## src/sv/quadrature_detent_decoder_accel_unit_defines.svh

```systemverilog
// Assertion macros for the quadrature detent decoder block.
`ifndef QUADRATURE_DETENT_DECODER_ACCEL_UNIT_DEFINES_SVH
`define QUADRATURE_DETENT_DECODER_ACCEL_UNIT_DEFINES_SVH

`ifndef ASSERT_OFF

// Same-cycle implication, held off during reset.
`define QDD_ASSERT_IMP(label, clk, rst_n, ante, cons) \
  label: assert property (@(posedge clk) disable iff (!rst_n) (ante) |-> (cons)) \
    else $error("assertion failed");

// Next-cycle implication, held off during reset.
`define QDD_ASSERT_NXT(label, clk, rst_n, ante, cons) \
  label: assert property (@(posedge clk) disable iff (!rst_n) (ante) |=> (cons)) \
    else $error("assertion failed");

`else

`define QDD_ASSERT_IMP(label, clk, rst_n, ante, cons)
`define QDD_ASSERT_NXT(label, clk, rst_n, ante, cons)

`endif

`endif

```

## src/sv/qdd_pkg.sv

```systemverilog
// Package: constants, types and transition table of the quadrature detent decoder.
`timescale 1ns / 1ps
`default_nettype none

package qdd_pkg;

  // Full-step table states
  localparam logic [2:0] ST_START     = 3'd0;
  localparam logic [2:0] ST_CW_FINAL  = 3'd1;
  localparam logic [2:0] ST_CW_BEGIN  = 3'd2;
  localparam logic [2:0] ST_CW_NEXT   = 3'd3;
  localparam logic [2:0] ST_CCW_BEGIN = 3'd4;
  localparam logic [2:0] ST_CCW_FINAL = 3'd5;
  localparam logic [2:0] ST_CCW_NEXT  = 3'd6;

  // Detent codes, as reported in the result
  localparam logic [1:0] DET_NONE = 2'd0;
  localparam logic [1:0] DET_CW   = 2'd1;
  localparam logic [1:0] DET_CCW  = 2'd2;

  // Item kinds
  localparam logic FUNC_SAMPLE = 1'b0;
  localparam logic FUNC_READ   = 1'b1;

  // Register indexes
  localparam logic [2:0] REG_FAST_THR  = 3'd0;
  localparam logic [2:0] REG_MED_THR   = 3'd1;
  localparam logic [2:0] REG_FAST_MULT = 3'd2;
  localparam logic [2:0] REG_MED_MULT  = 3'd3;
  localparam logic [2:0] REG_SLOW_MULT = 3'd4;

  // Register reset values
  localparam logic [19:0] FAST_THR_RST  = 20'd4000;
  localparam logic [19:0] MED_THR_RST   = 20'd12000;
  localparam logic [3:0]  FAST_MULT_RST = 4'd8;
  localparam logic [3:0]  MED_MULT_RST  = 4'd3;
  localparam logic [3:0]  SLOW_MULT_RST = 4'd1;

  localparam logic signed [15:0] SUM_MAX = 16'sh7FFF;
  localparam logic signed [15:0] SUM_MIN = -16'sh8000;

  typedef struct packed {
    logic [1:0] det;
    logic [2:0] state;
  } qdd_step_t;

  // One move of the full-step table; code is {clk_level, dt_level}.
  function automatic qdd_step_t qdd_next(input logic [2:0] cur, input logic [1:0] code);
    qdd_step_t r;
    r.det = DET_NONE;
    r.state = ST_START;
    case (cur)
      ST_CW_FINAL: begin
        case (code)
          2'd0:    r.state = ST_CW_NEXT;
          2'd1:    r.state = ST_START;
          2'd2:    r.state = ST_CW_FINAL;
          default: begin
            r.state = ST_START;
            r.det   = DET_CW;
          end
        endcase
      end
      ST_CW_BEGIN: begin
        case (code)
          2'd0:    r.state = ST_CW_NEXT;
          2'd1:    r.state = ST_CW_BEGIN;
          default: r.state = ST_START;
        endcase
      end
      ST_CW_NEXT: begin
        case (code)
          2'd0:    r.state = ST_CW_NEXT;
          2'd1:    r.state = ST_CW_BEGIN;
          2'd2:    r.state = ST_CW_FINAL;
          default: r.state = ST_START;
        endcase
      end
      ST_CCW_BEGIN: begin
        case (code)
          2'd0:    r.state = ST_CCW_NEXT;
          2'd2:    r.state = ST_CCW_BEGIN;
          default: r.state = ST_START;
        endcase
      end
      ST_CCW_FINAL: begin
        case (code)
          2'd0:    r.state = ST_CCW_NEXT;
          2'd1:    r.state = ST_CCW_FINAL;
          2'd2:    r.state = ST_START;
          default: begin
            r.state = ST_START;
            r.det   = DET_CCW;
          end
        endcase
      end
      ST_CCW_NEXT: begin
        case (code)
          2'd0:    r.state = ST_CCW_NEXT;
          2'd1:    r.state = ST_CCW_FINAL;
          2'd2:    r.state = ST_CCW_BEGIN;
          default: r.state = ST_START;
        endcase
      end
      default: begin
        // start state, and the unused code that behaves like it
        case (code)
          2'd1:    r.state = ST_CW_BEGIN;
          2'd2:    r.state = ST_CCW_BEGIN;
          default: r.state = ST_START;
        endcase
      end
    endcase
    return r;
  endfunction

endpackage

`default_nettype wire

```

## src/sv/quadrature_detent_decoder_accel_unit.sv

```systemverilog
// Top level: full-step quadrature detent decoder with speed-weighted step sum.
//
//  channel  | dir | handshake              | payload
//  ---------+-----+------------------------+------------------------------------------
//  s_axis   | in  | s_axis_tvalid/tready   | tuser: func; tdata: clk, dt, time_us
//  m_axis   | out | m_axis_tvalid/tready   | tdata: read_steps, detent, pending_now
//  apb      | in  | psel/penable/pwrite    | paddr[4:2] register index, pwdata
//
// The table step, interval compare and saturating add sit between the state
// registers and the result register, so one item is taken per clock unless
// m_axis stalls. The result register frees itself in the cycle it is taken,
// so a new transfer is accepted whenever the output is empty or drained.
// Reset (rst_ni low, asynchronous) returns the table to start, clears the
// last detent time and pending sum, and loads the register defaults.
// A stall on m_axis holds the result and backs up s_axis through tready.
`timescale 1ns / 1ps
`default_nettype none
`include "quadrature_detent_decoder_accel_unit_defines.svh"

module quadrature_detent_decoder_accel_unit
  import qdd_pkg::*;
(
  input  wire logic        clk_i,
  input  wire logic        rst_ni,
  // input items
  input  wire logic        s_axis_tvalid,
  output logic             s_axis_tready,
  input  wire logic [39:0] s_axis_tdata,   // [0] clk_level, [1] dt_level, [33:2] time_us
  input  wire logic [0:0]  s_axis_tuser,   // [0] func
  // result items
  output logic             m_axis_tvalid,
  input  wire logic        m_axis_tready,
  output logic [39:0]      m_axis_tdata,   // [15:0] read_steps, [17:16] detent,
                                           // [33:18] pending_now
  // configuration
  input  wire logic        psel,
  input  wire logic        penable,
  input  wire logic        pwrite,
  input  wire logic [4:0]  paddr,
  input  wire logic [31:0] pwdata,
  output logic [31:0]      prdata,
  output logic             pready
);

  // configuration registers
  logic [19:0] fast_thr_q, med_thr_q;
  logic [3:0]  fast_mult_q, med_mult_q, slow_mult_q;

  // decoder state
  logic [2:0]         tbl_state_q, tbl_state_d;
  logic [31:0]        last_time_q, last_time_d;
  logic signed [15:0] pend_q, pend_d;

  // result register
  logic               out_valid_q;
  logic signed [15:0] read_steps_q, read_steps_d;
  logic [1:0]         detent_q, detent_d;

  logic        in_xfer;
  logic        cfg_wr;
  logic [2:0]  reg_idx;
  logic        in_func, in_clk, in_dt;
  logic [31:0] in_time;
  qdd_step_t   step;
  logic [31:0] delta;
  logic [3:0]  mult;
  logic signed [16:0] sum_wide;
  logic signed [15:0] sum_sat;

  assign in_func = s_axis_tuser[0];
  assign in_clk  = s_axis_tdata[0];
  assign in_dt   = s_axis_tdata[1];
  assign in_time = s_axis_tdata[33:2];

  // accept while the result slot is empty or being drained this cycle
  assign s_axis_tready = !out_valid_q || m_axis_tready;
  assign in_xfer       = s_axis_tvalid && s_axis_tready;

  assign pready  = 1'b1;
  assign reg_idx = paddr[4:2];
  assign cfg_wr  = psel && penable && pwrite && pready;

  always_comb begin
    case (reg_idx)
      REG_FAST_THR:  prdata = {12'd0, fast_thr_q};
      REG_MED_THR:   prdata = {12'd0, med_thr_q};
      REG_FAST_MULT: prdata = {28'd0, fast_mult_q};
      REG_MED_MULT:  prdata = {28'd0, med_mult_q};
      REG_SLOW_MULT: prdata = {28'd0, slow_mult_q};
      default:       prdata = 32'd0;
    endcase
  end

  always_ff @(posedge clk_i or negedge rst_ni) begin
    if (!rst_ni) begin
      fast_thr_q  <= FAST_THR_RST;
      med_thr_q   <= MED_THR_RST;
      fast_mult_q <= FAST_MULT_RST;
      med_mult_q  <= MED_MULT_RST;
      slow_mult_q <= SLOW_MULT_RST;
    end else if (cfg_wr) begin
      case (reg_idx)
        REG_FAST_THR:  fast_thr_q  <= pwdata[19:0];
        REG_MED_THR:   med_thr_q   <= pwdata[19:0];
        REG_FAST_MULT: fast_mult_q <= pwdata[3:0];
        REG_MED_MULT:  med_mult_q  <= pwdata[3:0];
        REG_SLOW_MULT: slow_mult_q <= pwdata[3:0];
        default: ;
      endcase
    end
  end

  // Table step, interval band and weighted step, all in one pass.
  assign step  = qdd_next(tbl_state_q, {in_clk, in_dt});
  assign delta = in_time - last_time_q;   // wraps modulo 2^32

  always_comb begin
    // fast band is tested first; an empty medium band falls through to slow
    if (delta < {12'd0, fast_thr_q}) begin
      mult = fast_mult_q;
    end else if (delta < {12'd0, med_thr_q}) begin
      mult = med_mult_q;
    end else begin
      mult = slow_mult_q;
    end
  end

  always_comb begin
    if (step.det == DET_CW) begin
      sum_wide = 17'(pend_q) - 17'(signed'({1'b0, mult}));
    end else begin
      sum_wide = 17'(pend_q) + 17'(signed'({1'b0, mult}));
    end
    // clamp when the 17-bit sum leaves the 16-bit range
    if (sum_wide[16] != sum_wide[15]) begin
      sum_sat = sum_wide[16] ? SUM_MIN : SUM_MAX;
    end else begin
      sum_sat = sum_wide[15:0];
    end
  end

  always_comb begin
    tbl_state_d  = tbl_state_q;
    last_time_d  = last_time_q;
    pend_d       = pend_q;
    read_steps_d = 16'sd0;
    detent_d     = DET_NONE;
    if (in_func == FUNC_READ) begin
      // return the sum and clear it; table and timestamp hold
      read_steps_d = pend_q;
      pend_d       = 16'sd0;
    end else begin
      tbl_state_d = step.state;
      detent_d    = step.det;
      if (step.det != DET_NONE) begin
        last_time_d = in_time;
        pend_d      = sum_sat;
      end
    end
  end

  always_ff @(posedge clk_i or negedge rst_ni) begin
    if (!rst_ni) begin
      tbl_state_q <= ST_START;
      last_time_q <= 32'd0;
      pend_q      <= 16'sd0;
      out_valid_q <= 1'b0;
    end else begin
      if (in_xfer) begin
        tbl_state_q <= tbl_state_d;
        last_time_q <= last_time_d;
        pend_q      <= pend_d;
        out_valid_q <= 1'b1;
      end else if (m_axis_tready) begin
        out_valid_q <= 1'b0;
      end
    end
  end

  // result payload; pending_now is the live sum, which moves only on a transfer
  always_ff @(posedge clk_i) begin
    if (in_xfer) begin
      read_steps_q <= read_steps_d;
      detent_q     <= detent_d;
    end
  end

  assign m_axis_tvalid = out_valid_q;
  assign m_axis_tdata  = {6'd0, pend_q, detent_q, read_steps_q};

  // A read item reports no detent and leaves the sum cleared.
  `QDD_ASSERT_NXT(a_read_clears, clk_i, rst_ni,
                  in_xfer && (in_func == FUNC_READ),
                  m_axis_tvalid && (detent_q == DET_NONE) && (pend_q == 16'sd0))
  // A reported detent always returns the table to its start state.
  `QDD_ASSERT_IMP(a_detent_to_start, clk_i, rst_ni,
                  m_axis_tvalid && (detent_q != DET_NONE),
                  tbl_state_q == ST_START)
  // An empty result slot never blocks input.
  `QDD_ASSERT_IMP(a_ready_when_empty, clk_i, rst_ni, !out_valid_q, s_axis_tready)

endmodule

`default_nettype wire

```

## config.mk

```make
export PLATFORM = sky130hd
export DESIGN_NAME = quadrature_detent_decoder_accel_unit
export DESIGN_NICKNAME = d
export VERILOG_FILES = /design/src/sv/qdd_pkg.sv /design/src/sv/quadrature_detent_decoder_accel_unit.sv
export VERILOG_INCLUDE_DIRS = /design/src /design/src/sv
export SDC_FILE = /design/constraint.sdc
export NUM_CORES = 1
export LEC_CHECK = 0
export BUFFER_PORTS_ARGS = -buffer_cell sky130_fd_sc_hd__clkbuf_2
export CAP_MARGIN = 20
export CORE_AREA = 5 5 132 134
export DETAILED_ROUTE_END_ITERATION = 8
export DIE_AREA = 0 0 137 139
export PLACE_DENSITY_LB_ADDON = 0.3
export SYNTH_ARGS = -nofsm -noshare
export SYNTH_HDL_FRONTEND = slang
export SYNTH_SLANG_ARGS = --single-unit
```

## constraint.sdc

```tcl
create_clock -name clk_i -period 8.2 [get_ports clk_i]
set_clock_uncertainty 0.1 [all_clocks]
set_input_delay 0.82 -clock clk_i [delete_from_list [all_inputs] [get_ports clk_i]]
set_output_delay 0.82 -clock clk_i [all_outputs]
set_load 0.005 [all_outputs]
```

# Word level (Yosys, flattened, before mapping)
# Index checks and enable logic that the tools add are counted.
[totals]
regBits = 122
latch_bits = 0
mem_bits_rw = 0
romBits = 0
input_bits = 85
out_inout_bits = 75
word_cells = 71
n_memories = 0
[op_classes]
add_sub_neg = 3
n_mul = 0
div_mod_pow = 0
magnitude_cmp = 2
eq_ne = 14
shift = 0
muxes = 21
n_bitwise = 1
n_reduce_logical = 19
[op_table]
columns = ["cell", "n"]
rows = [
  ["case mux 20 bit (5 select lines)", 1],
  ["< comparator 32 x 20 -> 1 bit", 2],
  ["2-to-1 mux 16 bit", 4],
  ["subtractor 32 bit", 1],
  ["case mux 3 bit (2 select lines)", 3],
  ["case mux 3 bit (6 select lines)", 1],
  ["adder 16 x 5 -> 17 bit", 1],
  ["2-to-1 mux 17 bit", 1],
  ["subtractor 16 x 5 -> 17 bit", 1],
  ["AND reduction 2 bit", 7],
  ["== test 3 x 2 -> 1 bit, second input constant", 4],
  ["== test 3 bit, second input constant", 4],
  ["case mux 2 bit (2 select lines)", 3],
  ["case mux 3 bit (3 select lines)", 1],
  ["2-to-1 mux 4 bit", 2],
  ["== test 3 x 1 -> 1 bit, second input constant", 2],
  ["case mux 2 bit (3 select lines)", 1],
  ["nonzero test 2 bit", 3],
  ["== test 2 x 1 -> 1 bit, second input constant", 2],
  ["logical AND 1 bit", 3],
  ["zero test 3 bit", 1],
  ["2-to-1 mux 1 bit", 3],
  ["AND reduction 3 bit", 1],
  ["OR reduction 3 bit", 1],
  ["7 further kinds", 7],
]

# Longest topological paths before layout
[depth]
ltp_word = 10
depth_mapped = 39

# Least setup slack after synthesis
# No wires, ideal clock.
[synth_timing]
path_type = "input to register"
from = "in s_axis_tdata[2]"
to = "reg pend_q[10]"
setup_time_ps = 126
arrival_time_ps = 7483
required_ps = 7974
setup_slack_ps = 491
path_stages = 37
n_path_buf = 1
path_cell_list = "inv_1 ha_1 inv_1 fa_1 a211oi_1 o211ai_1 a21oi_1 o21ai_0 a21oi_1 xnor2_1 ha_1 a21o_1 a21oi_1 o21ai_0 a31o_2 o31ai_1 nor2b_1 and2_1 o22a_1 inv_1 ha_1 nand2_1 o21ai_0 fa_1 nor2b_1 o21ai_0 nand2b_1 a221oi_1 o21ai_0 a31oi_1 o21ai_0 a21oi_1 o311a_1 and3_4 o31a_1 buf_6 a221o_1"
[synth_between]
elab_chain_cells = 10
elab_cells_between_ends = 13
classes_between = "add/sub: 3; order compare: 2; eq/ne: 1; mux: 7"
[synth_rtl]
columns = ["item", "line", "text"]
rows = [
  ["from (decl)", "quadrature_detent_decoder_accel_unit.sv:28", "input wire logic [39:0] s_axis_tdata,"],
  ["subtractor 32 bit *", "quadrature_detent_decoder_accel_unit.sv:115", "assign delta = in_time - last_time_q;"],
  ["< comparator 32 x 20 -> 1 bit", "quadrature_detent_decoder_accel_unit.sv:121", "end else if (delta < {12'd0, med_thr_q}) begin"],
  ["2-to-1 mux 4 bit", "quadrature_detent_decoder_accel_unit.sv:121", ""],
  ["2-to-1 mux 4 bit *", "quadrature_detent_decoder_accel_unit.sv:119", "if (delta < {12'd0, fast_thr_q}) begin"],
  ["adder 16 x 5 -> 17 bit or subtractor 16 x 5 -> 17 bit (tied branches)", "quadrature_detent_decoder_accel_unit.sv:132, quadrature_detent_decoder_accel_unit.sv:130", ""],
  ["2-to-1 mux 17 bit *", "quadrature_detent_decoder_accel_unit.sv:129", "if (step.det == DET_CW) begin"],
  ["2-to-1 mux 16 bit or inequality test 1 bit (tied branches)", "quadrature_detent_decoder_accel_unit.sv:136, quadrature_detent_decoder_accel_unit.sv:135", ""],
  ["2-to-1 mux 16 bit *", "quadrature_detent_decoder_accel_unit.sv:135", "if (sum_wide[16] != sum_wide[15]) begin"],
  ["2-to-1 mux 16 bit *", "quadrature_detent_decoder_accel_unit.sv:155", "if (step.det != DET_NONE) begin"],
  ["2-to-1 mux 16 bit *", "quadrature_detent_decoder_accel_unit.sv:148", "if (in_func == FUNC_READ) begin"],
  ["to (signal assigned)", "quadrature_detent_decoder_accel_unit.sv:172", "pend_q <= pend_d;"],
  ["to (decl)", "quadrature_detent_decoder_accel_unit.sv:52", "logic signed [15:0] pend_q, pend_d;"],
]
# Every way passes the cells marked *; elsewhere a longest branch is shown, timed or not. The select of a mux whose other input is x is not followed.
# A chain may end at the register's enable or synchronous reset.

# Worst setup path after layout
[layout_timing]
from = "in s_axis_tdata[2]"
to = "reg pend_q[7]"
# Same word-level chain as after synthesis.

==> run metrics <==
vias in the first global route 8101; Cells after Synth 1031; utilization after layout 67.8%; RR Startpoint last_time_q[1]$_DFFE_PN0P_; Tmin final 7810 ps; largest family of logic cells by synthesized area compound AO/OA/AOI/OAI gates; sequential area share after synthesis 35.1%; Die Height 139 microns; first-pass GRT wire length 38600 microns; via count 8173; core area 16200 sq um; Compound-Gate Fraction of Synth Area 23.0%; TritonRoute pass-1 iters 6; Worst R2R Setup Slack 580 ps; GRT overflow 0; Post-Route WL 23300 microns; Setup TNS 0 ps; CP endpoint kind register; EDFF count, synth 18; CP required 8410 ps; share of cells above drive strength 1 23.5%; die width 137 microns; Max Slew Vio Count 0; Pleak 5.40 nW; largest net degree at the start of global routing 78; total CTS buffers 17; Post-Place Setup Slack -275 ps; synth unique cells 76; clk buf depth 2; post-synthesis mux area share 2.47%; number of antenna-violating nets in the routed design 0; H-tree levels 4; fin crit share 95.3%; cell mode on critical path ha_1; slowest stage delay, CP 410 ps; clock sink count 122; Max VDD drop 162 uV; Layout area overhead 21.8%; Worst Setup Start Kind input port; routed len/inst 16.2 microns; Rows 47; slowest cell on the critical path fa_1; initial core utilization 55.7%; Placer Congestion 0.955; CTS tree done; MaxCap Viol Count 0; ant diodes 0; Max Clk Rate 0.128 GHz; initial antenna violation count 1; XOR/XNOR share of the synthesized area 3.79%; DPL Wire Length 17500 microns; Synth Area in Simple Gates 15.4%; Clock Latency Late Sink 430 ps; DR iter-0 viols 573; Top FF cell, synth dfrtp_1; GRT Total Usage 24.7%; status completed; worst hold path type in -> async; mapped cell area 9000 sq um; Synth Area in Adders 13.0%; critical path arrival 8020 ps; worst-path maximum fanout 8; I/O Buffers 120; Via-to-Cell Ratio 5.67; FF-to-FF End pend_q[7]$_DFFE_PN0P_; FFs w/ async S/R, synth 85.2%; Worst slew margin 31.4%; Final nets 1385; syn_area_per_cell 8.73 sq um; number of synthesis warnings 0; Final Hold Viols 0; clk slew on worst S/H paths 60 ps; Root Buffer clkbuf_16; final number of setup-violating endpoints 0; Post-CTS Hold Fix Bufs 0; #FFs+latches synth 122; Die ar. 19000 sq um; kind of critical path in -> reg; post-route setup slack 387 ps; worst-margin pin slew 1030 ps; Worst Reg-to-Reg Cells 38; Pwr Density 305 nW/um^2; Top Ports 160; DRC 0
[worst max-delay path, delay by kind of cell]
family                   cells  cell delay [ps]
AND/OR/NAND/NOR              6              910
buffers and inverters        6              600
adder cells (fa/ha/maj)      5             1350
AO/OA/AOI/OAI               20             3990
XOR/XNOR                     2              330
[metrics by stage]
step	hold WS, ps	instances	instance area, sq um	total power, mW
3_5_place_dp	384	1407	10200	2.47
6_report	206	1441	11000	3.34
5_1_grt	246	1441	11000	3.60
3_3_place_gp	375	1407	10200	2.42
4_1_cts	221	1439	10900	3.32
2_1_floorplan	354	1048	9070	1.94
[layout by cell type, fill, tap and decap left out, drive strengths merged, types with 25 or more instances in the layout]
cell type and instances:
nand2 120, clkbuf 136, dfrtp 87, xnor2 25
nor2 53, a21oi 57, inv 93, buf 79
ha 90, o21ai 112
[metal layers]
| layer | GRT usage, % | wire length [microns] | vias up |
|---|---|---|---|
| li1 | - | - | 4004 |
| met1 | 32.4 | 10300 | 3861 |
| met2 | 39.8 | 11000 | 250 |
| met3 | 5.48 | 1340 | 56 |
| met4 | 9.45 | 721 | 2 |
| met5 | 0 | 11 | - |
[worst max path at each step]
stage | to | cells after the start | slack [ps] | startpoint
floorplan | pend_q[10]$_DFFE_PN0P_ | 37 | 490 | s_axis_tdata[2]
global placement | pend_q[8]$_DFFE_PN0P_ | 39 | -140 | s_axis_tdata[2]
detailed placement | pend_q[12]$_DFFE_PN0P_ | 39 | -280 | s_axis_tdata[2]
CTS | pend_q[2]$_DFFE_PN0P_ | 39 | 100 | s_axis_tdata[2]
global route | pend_q[2]$_DFFE_PN0P_ | 37 | -60 | s_axis_tdata[2]
finish | pend_q[7]$_DFFE_PN0P_ | 39 | 390 | s_axis_tdata[2]
[cell usage after synthesis (3+ instances only)]
master	count	area, sq um
o22a_1	4	35.0
or3_1	5	31.3
buf_4	19	143
a211o_1	4	35.0
and4_1	3	26.3
o22ai_1	4	25.0
edfxtp_1	18	541
and2_1	22	138
o21ai_1	3	15.0
nor2_1	53	199
nor2b_1	14	87.6
inv_1	92	345
xnor2_1	25	219
mux2_2	18	203
nand4_1	17	106
nand2_1	120	450
o31ai_1	8	60.1
a21boi_0	7	52.6
and3_1	3	18.8
o2111ai_1	5	43.8
o21ai_0	109	546
a21oi_1	56	280
a22o_1	16	140
dfstp_2	17	447
o211ai_1	7	52.6
buf_2	3	15.0
nor3_1	14	70.1
a31oi_1	12	75.1
nand2b_1	11	68.8
dfrtp_1	87	2180
buf_1	4	15.0
clkbuf_1	30	113
a211oi_1	5	37.5
nand3_1	13	65.1
o21a_1	10	75.1
nor4_1	3	18.8
a22oi_1	8	60.1
a21o_1	21	158
xor2_1	14	123
ha_1	90	1130
a221o_1	14	140
[sequential cells by signal, summed over array words and instances (netlist names)]
signal and cells:
detent_q 2, med_mult_q 4, tbl_state_q 3, last_time_q 32, fast_thr_q 20, fast_mult_q 4, slow_mult_q 4, m_axis_tvalid 1
read_steps_q 16, med_thr_q 20, pend_q 16
[kinds of logic after synthesis]
family,count (synthesis)
fa+ha+maj,92
flops,122
compound gates,317
simple gates,290
buf+inv,149
other cells,2
mux,20
xor+xnor,39
[cell type report]
type	count	area, sq um
Inverter	92	345
Sequential cell	122	3160
Multi-Input combinational cell	777	5330
Fill cell	1330	5210
Tap cell	220	275
Clock inverter	15	224
Timing Repair Buffer	198	1200
Clock buffer	17	425
[where the power goes]
part	switching, mW	internal [mW]	leakage, nW	total, mW
registers	0.0737	0.756	1.36	0.830
clock network	0.290	0.539	0.301	0.829
logic	0.919	0.764	3.74	1.68
[what timing repair did]
item | 4_1_cts | 5_1_grt
resized for setup | 0 | 17
endpoints found under the setup margin | 0 | 16
buffers inserted | 0 | 1
(Power assumes the default switching activity.)
